<file path="src/sv/rmf_pkg.sv">
// Shared types, constants and codes of the routed message framer.
package rmf_pkg;

    localparam int FRAME_BYTES_DEF   = 32;
    localparam int MAX_SUBFRAMES_DEF = 4;
    localparam int MAX_HOPS_DEF      = 8;

    // Upper end of the hop range; the command byte list is sized for it.
    localparam int MAX_HOPS_LIMIT = 16;
    localparam int LIST_LEN       = (MAX_HOPS_LIMIT + 5) / 4 + 1;
    localparam int LIST_CW        = $clog2(LIST_LEN + 1);
    localparam int LIST_IW        = $clog2(LIST_LEN);

    localparam int CFG_IW = 2;
    localparam int CFG_DW = 3;

    localparam logic [CFG_IW-1:0] REG_TYPE_CODE = 2'd0;
    localparam logic [CFG_IW-1:0] REG_ROUTE_END = 2'd1;

    localparam logic [2:0] TYPE_CODE_RST = 3'd2;
    localparam logic [1:0] ROUTE_END_RST = 2'd3;

    // First stream byte slot of a sub-message, after header and id.
    localparam logic [4:0] POS_FIRST = 5'd2;

    localparam logic OP_START = 1'b0;
    localparam logic OP_DATA  = 1'b1;

    typedef enum logic [1:0] {
        CMD_START,
        CMD_DATA,
        CMD_ERROR
    } cmd_kind_t;

    typedef enum logic [2:0] {
        BK_IDLE,
        BK_ERR,
        BK_HDR,
        BK_ID,
        BK_DATA,
        BK_PAD
    } back_state_t;

    typedef struct packed {
        logic        op;
        logic [7:0]  message_id;
        logic [7:0]  payload_length;
        logic [15:0] route_hops;
        logic [3:0]  route_count;
        logic [7:0]  payload_byte;
    } item_t;

    typedef struct packed {
        logic [7:0] out_byte;
        logic       frame_end;
        logic       run_last;
        logic       overflow_error;
    } result_t;

    // One classified transaction, handed from the front to the back.
    typedef struct packed {
        cmd_kind_t                 kind;
        logic [7:0]                id;
        logic [2:0]                count;
        logic                      finish;
        logic [LIST_CW-1:0]        nbytes;
        logic [LIST_LEN-1:0][7:0]  bytes;
    } cmd_t;

endpackage

</file>
<file path="src/sv/rmf_front.sv">
// Front end: accepts input transactions, packs symbols into stream bytes, sizes messages.
module rmf_front #(
    parameter int MAX_HOPS      = rmf_pkg::MAX_HOPS_DEF,
    parameter int FRAME_BYTES   = rmf_pkg::FRAME_BYTES_DEF,
    parameter int MAX_SUBFRAMES = rmf_pkg::MAX_SUBFRAMES_DEF
) (
    input  logic           clk,
    input  logic           rst_n,
    input  logic           item_valid,
    output logic           item_stall,
    input  rmf_pkg::item_t item,
    input  logic [1:0]     route_end,
    input  logic           cmd_full,
    output logic           cmd_push,
    output rmf_pkg::cmd_t  cmd
);
    import rmf_pkg::*;

    localparam int CAP = FRAME_BYTES - 2;
    localparam logic [4:0] HOP_CAP = 5'(MAX_HOPS);

    logic [7:0] pack_reg, pack_next;
    logic [1:0] slot_reg, slot_next;
    logic       busy_reg, busy_next;
    logic [7:0] left_reg, left_next;

    logic [4:0]  cnt_eff;
    logic [4:0]  sym_total;
    logic [2:0]  nb;
    logic [1:0]  slot_new;
    logic [1:0]  sym [4*LIST_LEN];
    logic [LIST_LEN-1:0][7:0] start_bytes;
    logic [15:0] hop_shift;
    logic [7:0]  len_shift;
    logic [8:0]  sbytes;
    logic        overflow;
    logic [2:0]  frames;
    logic        start_finish;
    logic [15:0] data_word;
    logic        data_finish;
    logic        accept;

    assign item_stall = cmd_full;
    assign accept     = item_valid && !cmd_full;

    // Symbol stream of a start transaction: hops, end mark, length.
    always_comb
    begin
        int m;
        m         = 0;
        cnt_eff   = ({1'b0, item.route_count} > HOP_CAP) ? HOP_CAP : {1'b0, item.route_count};
        sym_total = cnt_eff + 5'd5;
        nb        = sym_total[4:2];
        slot_new  = sym_total[1:0];
        hop_shift = '0;
        len_shift = '0;
        for (int k = 0; k < 4*LIST_LEN; k++)
        begin
            sym[k] = 2'b00;
            if (k < int'(cnt_eff))
            begin
                hop_shift = item.route_hops << (2*k);
                sym[k]    = hop_shift[15:14];
            end
            else if (k == int'(cnt_eff))
            begin
                sym[k] = route_end;
            end
            else if (k < int'(sym_total))
            begin
                m         = k - int'(cnt_eff) - 1;
                len_shift = item.payload_length << (2*m);
                sym[k]    = len_shift[7:6];
            end
        end
        for (int b = 0; b < LIST_LEN; b++)
        begin
            for (int s = 0; s < 4; s++)
            begin
                start_bytes[b][7-2*s -: 2] = sym[4*b+s];
            end
        end
    end

    // Sub-message count by compare against multiples of the frame capacity.
    always_comb
    begin
        sbytes   = {1'b0, item.payload_length} + 9'((cnt_eff + 5'd8) >> 2);
        overflow = sbytes > 9'(MAX_SUBFRAMES * CAP);
        frames   = 3'd1;
        for (int k = 1; k < MAX_SUBFRAMES; k++)
        begin
            if (sbytes > 9'(k * CAP))
            begin
                frames = frames + 3'd1;
            end
        end
    end

    assign start_finish = (item.payload_length == 8'd0);
    assign data_word    = {item.payload_byte, 8'h00} >> {slot_reg, 1'b0};
    assign data_finish  = (left_reg == 8'd1);

    always_comb
    begin
        pack_next = pack_reg;
        slot_next = slot_reg;
        busy_next = busy_reg;
        left_next = left_reg;
        cmd_push  = 1'b0;
        cmd       = '0;
        if (accept)
        begin
            if (item.op == OP_START)
            begin
                cmd_push = 1'b1;
                cmd.id   = item.message_id;
                cmd.count = frames;
                if (overflow)
                begin
                    cmd.kind  = CMD_ERROR;
                    busy_next = 1'b0;
                    pack_next = '0;
                    slot_next = '0;
                    left_next = '0;
                end
                else
                begin
                    cmd.kind   = CMD_START;
                    cmd.finish = start_finish;
                    cmd.bytes  = start_bytes;
                    cmd.nbytes = LIST_CW'(nb)
                               + LIST_CW'(start_finish && (slot_new != 2'd0));
                    left_next  = item.payload_length;
                    busy_next  = !start_finish;
                    pack_next  = start_finish ? 8'h00 : start_bytes[LIST_IW'(nb)];
                    slot_next  = start_finish ? 2'd0 : slot_new;
                end
            end
            else if (busy_reg)
            begin
                cmd_push     = 1'b1;
                cmd.kind     = CMD_DATA;
                cmd.finish   = data_finish;
                cmd.bytes[0] = pack_reg | data_word[15:8];
                cmd.bytes[1] = data_word[7:0];
                cmd.nbytes   = LIST_CW'(1) + LIST_CW'(data_finish && (slot_reg != 2'd0));
                left_next    = left_reg - 8'd1;
                if (data_finish)
                begin
                    busy_next = 1'b0;
                    pack_next = '0;
                    slot_next = '0;
                end
                else
                begin
                    pack_next = data_word[7:0];
                end
            end
        end
    end

    always_ff @(posedge clk or negedge rst_n)
    begin
        if (!rst_n)
        begin
            pack_reg <= '0;
            slot_reg <= '0;
            busy_reg <= 1'b0;
            left_reg <= '0;
        end
        else
        begin
            pack_reg <= pack_next;
            slot_reg <= slot_next;
            busy_reg <= busy_next;
            left_reg <= left_next;
        end
    end

endmodule

</file>
<file path="src/sv/rmf_queue.sv">
// Two-entry command queue between front and back.
module rmf_queue (
    input  logic          clk,
    input  logic          rst_n,
    input  logic          push,
    input  rmf_pkg::cmd_t push_cmd,
    output logic          full,
    input  logic          pop,
    output logic          head_valid,
    output rmf_pkg::cmd_t head
);
    import rmf_pkg::*;

    cmd_t       entry_reg [2];
    logic       wr_ptr_reg, wr_ptr_next;
    logic       rd_ptr_reg, rd_ptr_next;
    logic [1:0] count_reg, count_next;

    assign full       = (count_reg == 2'd2);
    assign head_valid = (count_reg != 2'd0);
    assign head       = entry_reg[rd_ptr_reg];

    always_comb
    begin
        wr_ptr_next = push ? !wr_ptr_reg : wr_ptr_reg;
        rd_ptr_next = pop ? !rd_ptr_reg : rd_ptr_reg;
        count_next  = count_reg + 2'(push) - 2'(pop);
    end

    always_ff @(posedge clk)
    begin
        if (push)
        begin
            entry_reg[wr_ptr_reg] <= push_cmd;
        end
    end

    always_ff @(posedge clk or negedge rst_n)
    begin
        if (!rst_n)
        begin
            wr_ptr_reg <= 1'b0;
            rd_ptr_reg <= 1'b0;
            count_reg  <= '0;
        end
        else
        begin
            wr_ptr_reg <= wr_ptr_next;
            rd_ptr_reg <= rd_ptr_next;
            count_reg  <= count_next;
        end
    end

endmodule

</file>
<file path="src/sv/rmf_back.sv">
// Back end: frames stream bytes into sub-messages and drives the result register.
module rmf_back #(
    parameter int FRAME_BYTES = rmf_pkg::FRAME_BYTES_DEF
) (
    input  logic             clk,
    input  logic             rst_n,
    input  logic             cmd_valid,
    input  rmf_pkg::cmd_t    cmd,
    output logic             cmd_pop,
    input  logic [2:0]       type_code,
    output logic             result_valid,
    input  logic             result_stall,
    output rmf_pkg::result_t result
);
    import rmf_pkg::*;

    localparam logic [4:0] POS_LAST = 5'(FRAME_BYTES - 1);

    back_state_t         state_reg, state_next;
    cmd_t                cur_reg, cur_next;
    logic [LIST_IW-1:0]  idx_reg, idx_next;
    logic [4:0]          pos_reg, pos_next;
    logic [2:0]          sub_index_reg, sub_index_next;
    logic [2:0]          sub_count_reg, sub_count_next;
    logic [7:0]          held_id_reg, held_id_next;
    logic                res_valid_reg, res_valid_next;
    result_t             res_reg, res_next;

    logic       out_free;
    logic [7:0] cur_byte;
    logic       last_byte;
    logic       at_end;
    logic [4:0] pos_after;
    logic       wraps;

    assign out_free     = !res_valid_reg || !result_stall;
    assign cur_byte     = cur_reg.bytes[idx_reg];
    assign last_byte    = (LIST_CW'(idx_reg) + LIST_CW'(1)) == cur_reg.nbytes;
    assign at_end       = (pos_reg >= POS_LAST);
    assign pos_after    = at_end ? POS_FIRST : pos_reg + 5'd1;
    assign wraps        = (pos_after == POS_FIRST);
    assign result_valid = res_valid_reg;
    assign result       = res_reg;

    always_comb
    begin
        state_next = state_reg;
        unique case (state_reg)
            BK_IDLE:
            begin
                if (cmd_valid)
                begin
                    unique case (cmd.kind)
                        CMD_ERROR: state_next = BK_ERR;
                        CMD_START: state_next = BK_HDR;
                        CMD_DATA:  state_next = (pos_reg == POS_FIRST) ? BK_HDR : BK_DATA;
                        default:   state_next = BK_IDLE;
                    endcase
                end
            end
            BK_ERR:
            begin
                if (out_free) state_next = BK_IDLE;
            end
            BK_HDR:
            begin
                if (out_free) state_next = BK_ID;
            end
            BK_ID:
            begin
                if (out_free) state_next = BK_DATA;
            end
            BK_DATA:
            begin
                if (out_free)
                begin
                    priority if (!last_byte)       state_next = wraps ? BK_HDR : BK_DATA;
                    else if (cur_reg.finish && !wraps) state_next = BK_PAD;
                    else                           state_next = BK_IDLE;
                end
            end
            BK_PAD:
            begin
                if (out_free && wraps) state_next = BK_IDLE;
            end
            default: state_next = BK_IDLE;
        endcase
    end

    always_comb
    begin
        cmd_pop        = 1'b0;
        cur_next       = cur_reg;
        idx_next       = idx_reg;
        pos_next       = pos_reg;
        sub_index_next = sub_index_reg;
        sub_count_next = sub_count_reg;
        held_id_next   = held_id_reg;
        res_valid_next = res_valid_reg && result_stall;
        res_next       = res_reg;
        unique case (state_reg)
            BK_IDLE:
            begin
                if (cmd_valid)
                begin
                    cmd_pop  = 1'b1;
                    cur_next = cmd;
                    idx_next = '0;
                    if (cmd.kind != CMD_DATA)
                    begin
                        pos_next       = POS_FIRST;
                        sub_index_next = '0;
                    end
                    if (cmd.kind == CMD_START)
                    begin
                        held_id_next   = cmd.id;
                        sub_count_next = cmd.count;
                    end
                end
            end
            BK_ERR:
            begin
                if (out_free)
                begin
                    res_valid_next = 1'b1;
                    res_next       = '{out_byte: 8'h00, frame_end: 1'b0,
                                       run_last: 1'b1, overflow_error: 1'b1};
                end
            end
            BK_HDR:
            begin
                if (out_free)
                begin
                    res_valid_next = 1'b1;
                    res_next       = '{out_byte: {type_code, sub_index_reg[1:0], sub_count_reg},
                                       frame_end: 1'b0, run_last: 1'b0, overflow_error: 1'b0};
                end
            end
            BK_ID:
            begin
                if (out_free)
                begin
                    res_valid_next = 1'b1;
                    res_next       = '{out_byte: held_id_reg, frame_end: 1'b0,
                                       run_last: 1'b0, overflow_error: 1'b0};
                end
            end
            BK_DATA:
            begin
                if (out_free)
                begin
                    res_valid_next = 1'b1;
                    res_next       = '{out_byte: cur_byte, frame_end: at_end,
                                       run_last: last_byte && !(cur_reg.finish && !wraps),
                                       overflow_error: 1'b0};
                    pos_next = pos_after;
                    idx_next = idx_reg + LIST_IW'(1);
                    if (at_end)
                    begin
                        sub_index_next = sub_index_reg + 3'd1;
                    end
                    // Message done on a frame boundary: rewind the index.
                    if (last_byte && cur_reg.finish && wraps)
                    begin
                        sub_index_next = '0;
                    end
                end
            end
            BK_PAD:
            begin
                if (out_free)
                begin
                    res_valid_next = 1'b1;
                    res_next       = '{out_byte: 8'h00, frame_end: at_end,
                                       run_last: wraps, overflow_error: 1'b0};
                    pos_next = pos_after;
                    if (wraps)
                    begin
                        sub_index_next = '0;
                    end
                end
            end
            default: ;
        endcase
    end

    always_ff @(posedge clk)
    begin
        cur_reg <= cur_next;
        idx_reg <= idx_next;
        res_reg <= res_next;
    end

    always_ff @(posedge clk or negedge rst_n)
    begin
        if (!rst_n)
        begin
            state_reg     <= BK_IDLE;
            pos_reg       <= POS_FIRST;
            sub_index_reg <= '0;
            sub_count_reg <= '0;
            held_id_reg   <= '0;
            res_valid_reg <= 1'b0;
        end
        else
        begin
            state_reg     <= state_next;
            pos_reg       <= pos_next;
            sub_index_reg <= sub_index_next;
            sub_count_reg <= sub_count_next;
            held_id_reg   <= held_id_next;
            res_valid_reg <= res_valid_next;
        end
    end

endmodule

</file>
<file path="src/sv/routed_message_framer.sv">
// Top level of the routed message framer: configuration registers and front/queue/back.
//
// A start transaction opens a message (id, payload length, route); each data
// transaction adds one payload byte. The block packs route hops, the end-of-route
// symbol, the length and the payload as two-bit symbols into stream bytes and cuts
// them into sub-messages of FRAME_BYTES bytes, each led by a header byte and the id
// byte, the last padded with zeros. A start that would need more than MAX_SUBFRAMES
// sub-messages yields a single overflow_error result and the message is dropped.
// Timing: the front takes one input transaction per cycle whenever the two-entry
// command queue has room. The back loads a queued command and then, while the result
// port is not stalled, writes one result byte per cycle into the result register: a
// data transaction writes its stream byte, led by header and id when it opens a
// sub-message, and the one that closes the message adds a flushed partial byte and
// the pad bytes. A start writes header, id and its complete route/length bytes, and
// more when it closes an empty message. With the back idle, an accepted transaction
// is registered in a queue entry, loaded into the back, then written as its first
// result into the result register. The back loads the next command only after the
// last result byte of the one before. Result stalls hold the back; the queue then
// fills and stalls the input. Configuration writes must happen only while idle.
module routed_message_framer #(
    parameter int FRAME_BYTES   = rmf_pkg::FRAME_BYTES_DEF,
    parameter int MAX_SUBFRAMES = rmf_pkg::MAX_SUBFRAMES_DEF,
    parameter int MAX_HOPS      = rmf_pkg::MAX_HOPS_DEF
) (
    input  logic                       clk,
    input  logic                       rst_n,
    input  logic                       item_valid,
    output logic                       item_stall,
    input  rmf_pkg::item_t             item,
    output logic                       result_valid,
    input  logic                       result_stall,
    output rmf_pkg::result_t           result,
    input  logic                       cfg_we,
    input  logic [rmf_pkg::CFG_IW-1:0] cfg_index,
    input  logic [rmf_pkg::CFG_DW-1:0] cfg_data
);
    import rmf_pkg::*;

    logic [2:0] type_code_reg, type_code_next;
    logic [1:0] route_end_reg, route_end_next;

    logic cmd_push;
    cmd_t cmd_in;
    logic cmd_full;
    logic cmd_pop;
    logic cmd_valid;
    cmd_t cmd_head;

    // Register writes; unknown indexes drop on the floor.
    always_comb
    begin
        type_code_next = type_code_reg;
        route_end_next = route_end_reg;
        if (cfg_we)
        begin
            unique case (cfg_index)
                REG_TYPE_CODE: type_code_next = cfg_data[2:0];
                REG_ROUTE_END: route_end_next = cfg_data[1:0];
                default: ;
            endcase
        end
    end

    always_ff @(posedge clk or negedge rst_n)
    begin
        if (!rst_n)
        begin
            type_code_reg <= TYPE_CODE_RST;
            route_end_reg <= ROUTE_END_RST;
        end
        else
        begin
            type_code_reg <= type_code_next;
            route_end_reg <= route_end_next;
        end
    end

    // Front: classify each transaction and pack its symbols.
    rmf_front #(
        .MAX_HOPS      (MAX_HOPS),
        .FRAME_BYTES   (FRAME_BYTES),
        .MAX_SUBFRAMES (MAX_SUBFRAMES)
    ) u_front (
        .clk        (clk),
        .rst_n      (rst_n),
        .item_valid (item_valid),
        .item_stall (item_stall),
        .item       (item),
        .route_end  (route_end_reg),
        .cmd_full   (cmd_full),
        .cmd_push   (cmd_push),
        .cmd        (cmd_in)
    );

    // Queue: decouple front stalls from result stalls.
    rmf_queue u_queue (
        .clk        (clk),
        .rst_n      (rst_n),
        .push       (cmd_push),
        .push_cmd   (cmd_in),
        .full       (cmd_full),
        .pop        (cmd_pop),
        .head_valid (cmd_valid),
        .head       (cmd_head)
    );

    // Back: frame stream bytes and emit results.
    rmf_back #(
        .FRAME_BYTES (FRAME_BYTES)
    ) u_back (
        .clk          (clk),
        .rst_n        (rst_n),
        .cmd_valid    (cmd_valid),
        .cmd          (cmd_head),
        .cmd_pop      (cmd_pop),
        .type_code    (type_code_reg),
        .result_valid (result_valid),
        .result_stall (result_stall),
        .result       (result)
    );

endmodule

</file>
<file path="config.mk">
export PLATFORM = sky130hd
export DESIGN_NAME = routed_message_framer
export DESIGN_NICKNAME = d
export VERILOG_FILES = /design/src/sv/rmf_pkg.sv /design/src/sv/rmf_front.sv /design/src/sv/rmf_queue.sv /design/src/sv/rmf_back.sv /design/src/sv/routed_message_framer.sv
export SDC_FILE = /design/constraint.sdc
export NUM_CORES = 1
export LEC_CHECK = 0
export ABC_AREA = 1
export BUFFER_PORTS_ARGS = -buffer_cell sky130_fd_sc_hd__clkbuf_2
export CAP_MARGIN = 5
export CORE_ASPECT_RATIO = 0.6
export CORE_MARGIN = 5
export CORE_UTILIZATION = 45
export CTS_CLUSTER_DIAMETER = 100
export DETAILED_ROUTE_END_ITERATION = 8
export PLACE_DENSITY = 0.61
export SLEW_MARGIN = 0
export SYNTH_ARGS = -nofsm -noshare
export SYNTH_HDL_FRONTEND = slang
export SYNTH_SLANG_ARGS = --single-unit
</file>
<file path="constraint.sdc">
create_clock -name clk -period 9.23 [get_ports clk]
set_input_delay 2.769 -clock clk [delete_from_list [all_inputs] [get_ports clk]]
set_output_delay 2.769 -clock clk [all_outputs]
set_load 0.05 [all_outputs]
</file>
==> flow_summary.ini <==
[sta]
fin_ws_ns = 2.592
final_hold_viol_count = 0
worst_slew_pin_slew_ns = 1.178
rsz0062_at_grt = false
relSlewSlack_pct = 20.65
post-route-min-period_ns = 6.638
fin_worst_skew_ns = 0.007732
setup_viol = 0
post-route-period-util_pct = 71.92
max_freq_ghz = 0.1507
slew_viol_final = 0
fin_tns_setup_ns = 0

[clocking]
clockBufferDepth = 3
cts_resized = 0
cts.htree.levels = 1
cts.sinks = 246
cts_buffers = 22
clock_latency_ns = 0.52
clk_pin_slew_worst_paths_ns = 0.07
cts_tree = yes
cts_setup_buffers = 0
cts_hold_buf = 0
clockRootBuffer = clkbuf_16

[outcome]
outcome = completed

[synthesis]
ys_warn_count = 0
syn_area_um2 = 14810
yosys-top-cells-area = edfxtp_1 40%, nand2_1 12%, ha_1 8.9%
synth_largest_area_cell = edfxtp_1
syn_inst = 1747
synth_seq_cells = 246
ys_seq_area_share_pct = 48.21
synthDistinctLibCells = 61
yosysMostFrequentCell = nand2_1
async_reset_ff_share_pct = 20.33
synth_edf_count = 196
synth_top_area_share_pct = 39.73
synth.cells.most_frequent = 485 x nand2_1, 221 x nor2_1, 196 x edfxtp_1
syn_area_per_cell_um2 = 8.479
synthFlopType = edfxtp_1

[setup_path]
worst_path_max_delay_cell = o21ai_0
max_stage_delay_ns = 0.74
critical_path_class = in -> reg
crit_arrival_ns = 6.99
end_kind = flop
crit_required_ns = 9.58
path_max_fanout = 21
start_kind = input port
crit_chain = clkbuf_2 > inv_2 > nand2_4 > inv_2 > ha_1 > nand2_1 > o21ai_0 > inv_1 > nor3_1 > nand2_1 > ha_1 > inv_1 > nand3_1 > nor2_1 > nand4_1 > o21ai_0 > a31oi_1 > nor2_1

[placement]
dp_worst_setup_slack_ns = 2.131
placed_cells = 2226
portBuffers = 67
gp_congestion = 0.9936
place_hpwl_mm = 32.36

[detailed_routing]
ant_nets = 0
wl_per_cell_um = 19.07
vias = 12410
first_pass_iters = 7
viasPerCell = 5.476
wl_mm = 43.22
drc = 0
first_iter_violations = 1258

[global_route]
grt_util_met3_pct = 6.973
grt_max_degree = 67
grt_pass1_wl_mm = 65.90
antenna_found_initial = 0
grt_pass1_vias = 11110
grt_overflow = 0
top_usage_layer = met1
met2_usage_pct = 30.93
grtUsageTotal_pct = 23.27
use_met1_pct = 37.53

[power_and_ir_drop]
power.total_mw = 4.395
leakage_nw = 7.267
powerDensity_nw_per_um2 = 268.8
ir_drop_v = 0.0004382

[hold_path]
hold_path.class = reg -> reg

[floorplanning]
die_h_um = 150.5
core_area_um2 = 32480
start_util_pct = 45.61
die_area_um2 = 36770
rows = 51
io_pins = 68
die_x_um = 244.2

[layout]
diodes = 0
stdcell_count = 2266
syn_to_final_growth_pct = 10.38
largest_register_ffs = 130
drive_above_1_share_pct = 10.10
nets = 1987

[job]
drv_cap = 0
[layout by cell type, fill, tap and decap left out, types with 8 or more instances in the layout]
master / instances
nand4_1: 25
o21ai_0: 91
buf_4: 16
clkbuf_2: 67
dfrtp_1: 45
inv_2: 9
ha_1: 105
o32ai_1: 8
nor2_1: 218
nand2_1: 485
edfxtp_1: 196
nand3_1: 116
clkbuf_16: 23
a31oi_1: 14
a21oi_1: 40
a22oi_1: 8
nor3_1: 19
or2_2: 15
inv_1: 186
conb_1: 21
o22ai_1: 9
[area by class of cell]
type | instances | area [µm²]
Clock inverter | 9 | 73.82
Clock buffer | 31 | 615.6
Tap cell | 424 | 530.5
Multi-Input combinational cell | 1274 | 6783
Sequential cell | 246 | 7143
Timing Repair Buffer | 83 | 455.4
Fill cell | 3115 | 16130
Inverter | 199 | 749.5
[final timing paths]
check | start | to | slack, ns | cells after the start
worst max-delay path | item[11] | u_queue.entry_reg[0][2] | 2.59 | 18
worst min-delay path | type_code_reg[1] | type_code_reg[1] | 0.50 | 2
worst max register to register | u_queue.count_reg[1] | u_queue.entry_reg[0][35] | 5.59 | 9
worst min register to register | type_code_reg[1] | type_code_reg[1] | 0.50 | 2
max in group asynchronous | rst_n | u_queue.rd_ptr_reg | 6.29 | 2
min in group asynchronous | rst_n | u_back.result_valid | 2.39 | 2
[metrics by stage]
step / hold slack, ns / cell area (µm²) / util [%]
6_report: 0.5030 / 16350 / 50.34
5_1_grt: 0.5370 / 16350 / 50.34
4_1_cts: 0.4986 / 16350 / 50.34
3_5_place_dp: 0.4831 / 15660 / 48.22
3_3_place_gp: 0.4827 / 15660 / 48.22
2_1_floorplan: 0.4538 / 14880 / -
[where the power goes]
| group | total, mW | internal [mW] | switching, mW | leakage (nW) |
|---|---|---|---|---|
| clock | 0.897 | 0.495 | 0.402 | 0.336 |
| combinational | 1.59 | 0.430 | 1.16 | 4.42 |
| sequential | 1.91 | 1.72 | 0.184 | 2.52 |
| total | 4.39 | 2.65 | 1.75 | 7.27 |
[logic make-up after synthesis]
group | synth area share (%)
AOI/OAI and AO/OA | 8.666
xor gates and xnor gates | 0.5912
adders and majority gates | 9.004
buffers and inverters | 6.664
DFF | 48.21
muxes | 0.1436
other | 0.05070
and+or+nand+nor | 26.67
[worst max-delay path: cells and delay by family]
family | cells | cell delay, ns
compound gates | 3 | 1.21
fa+ha+maj | 2 | 0.69
buf+inv | 5 | 0.93
simple gates | 8 | 1.38
[routing by layer]
layer	vias up	part of all wire [%]
li1	5966	-
met1	5869	49
met2	531	38
met3	43	12
met4	0	1.3
met5	-	0
No activity file was read; power rests on OpenSTA's default activity.
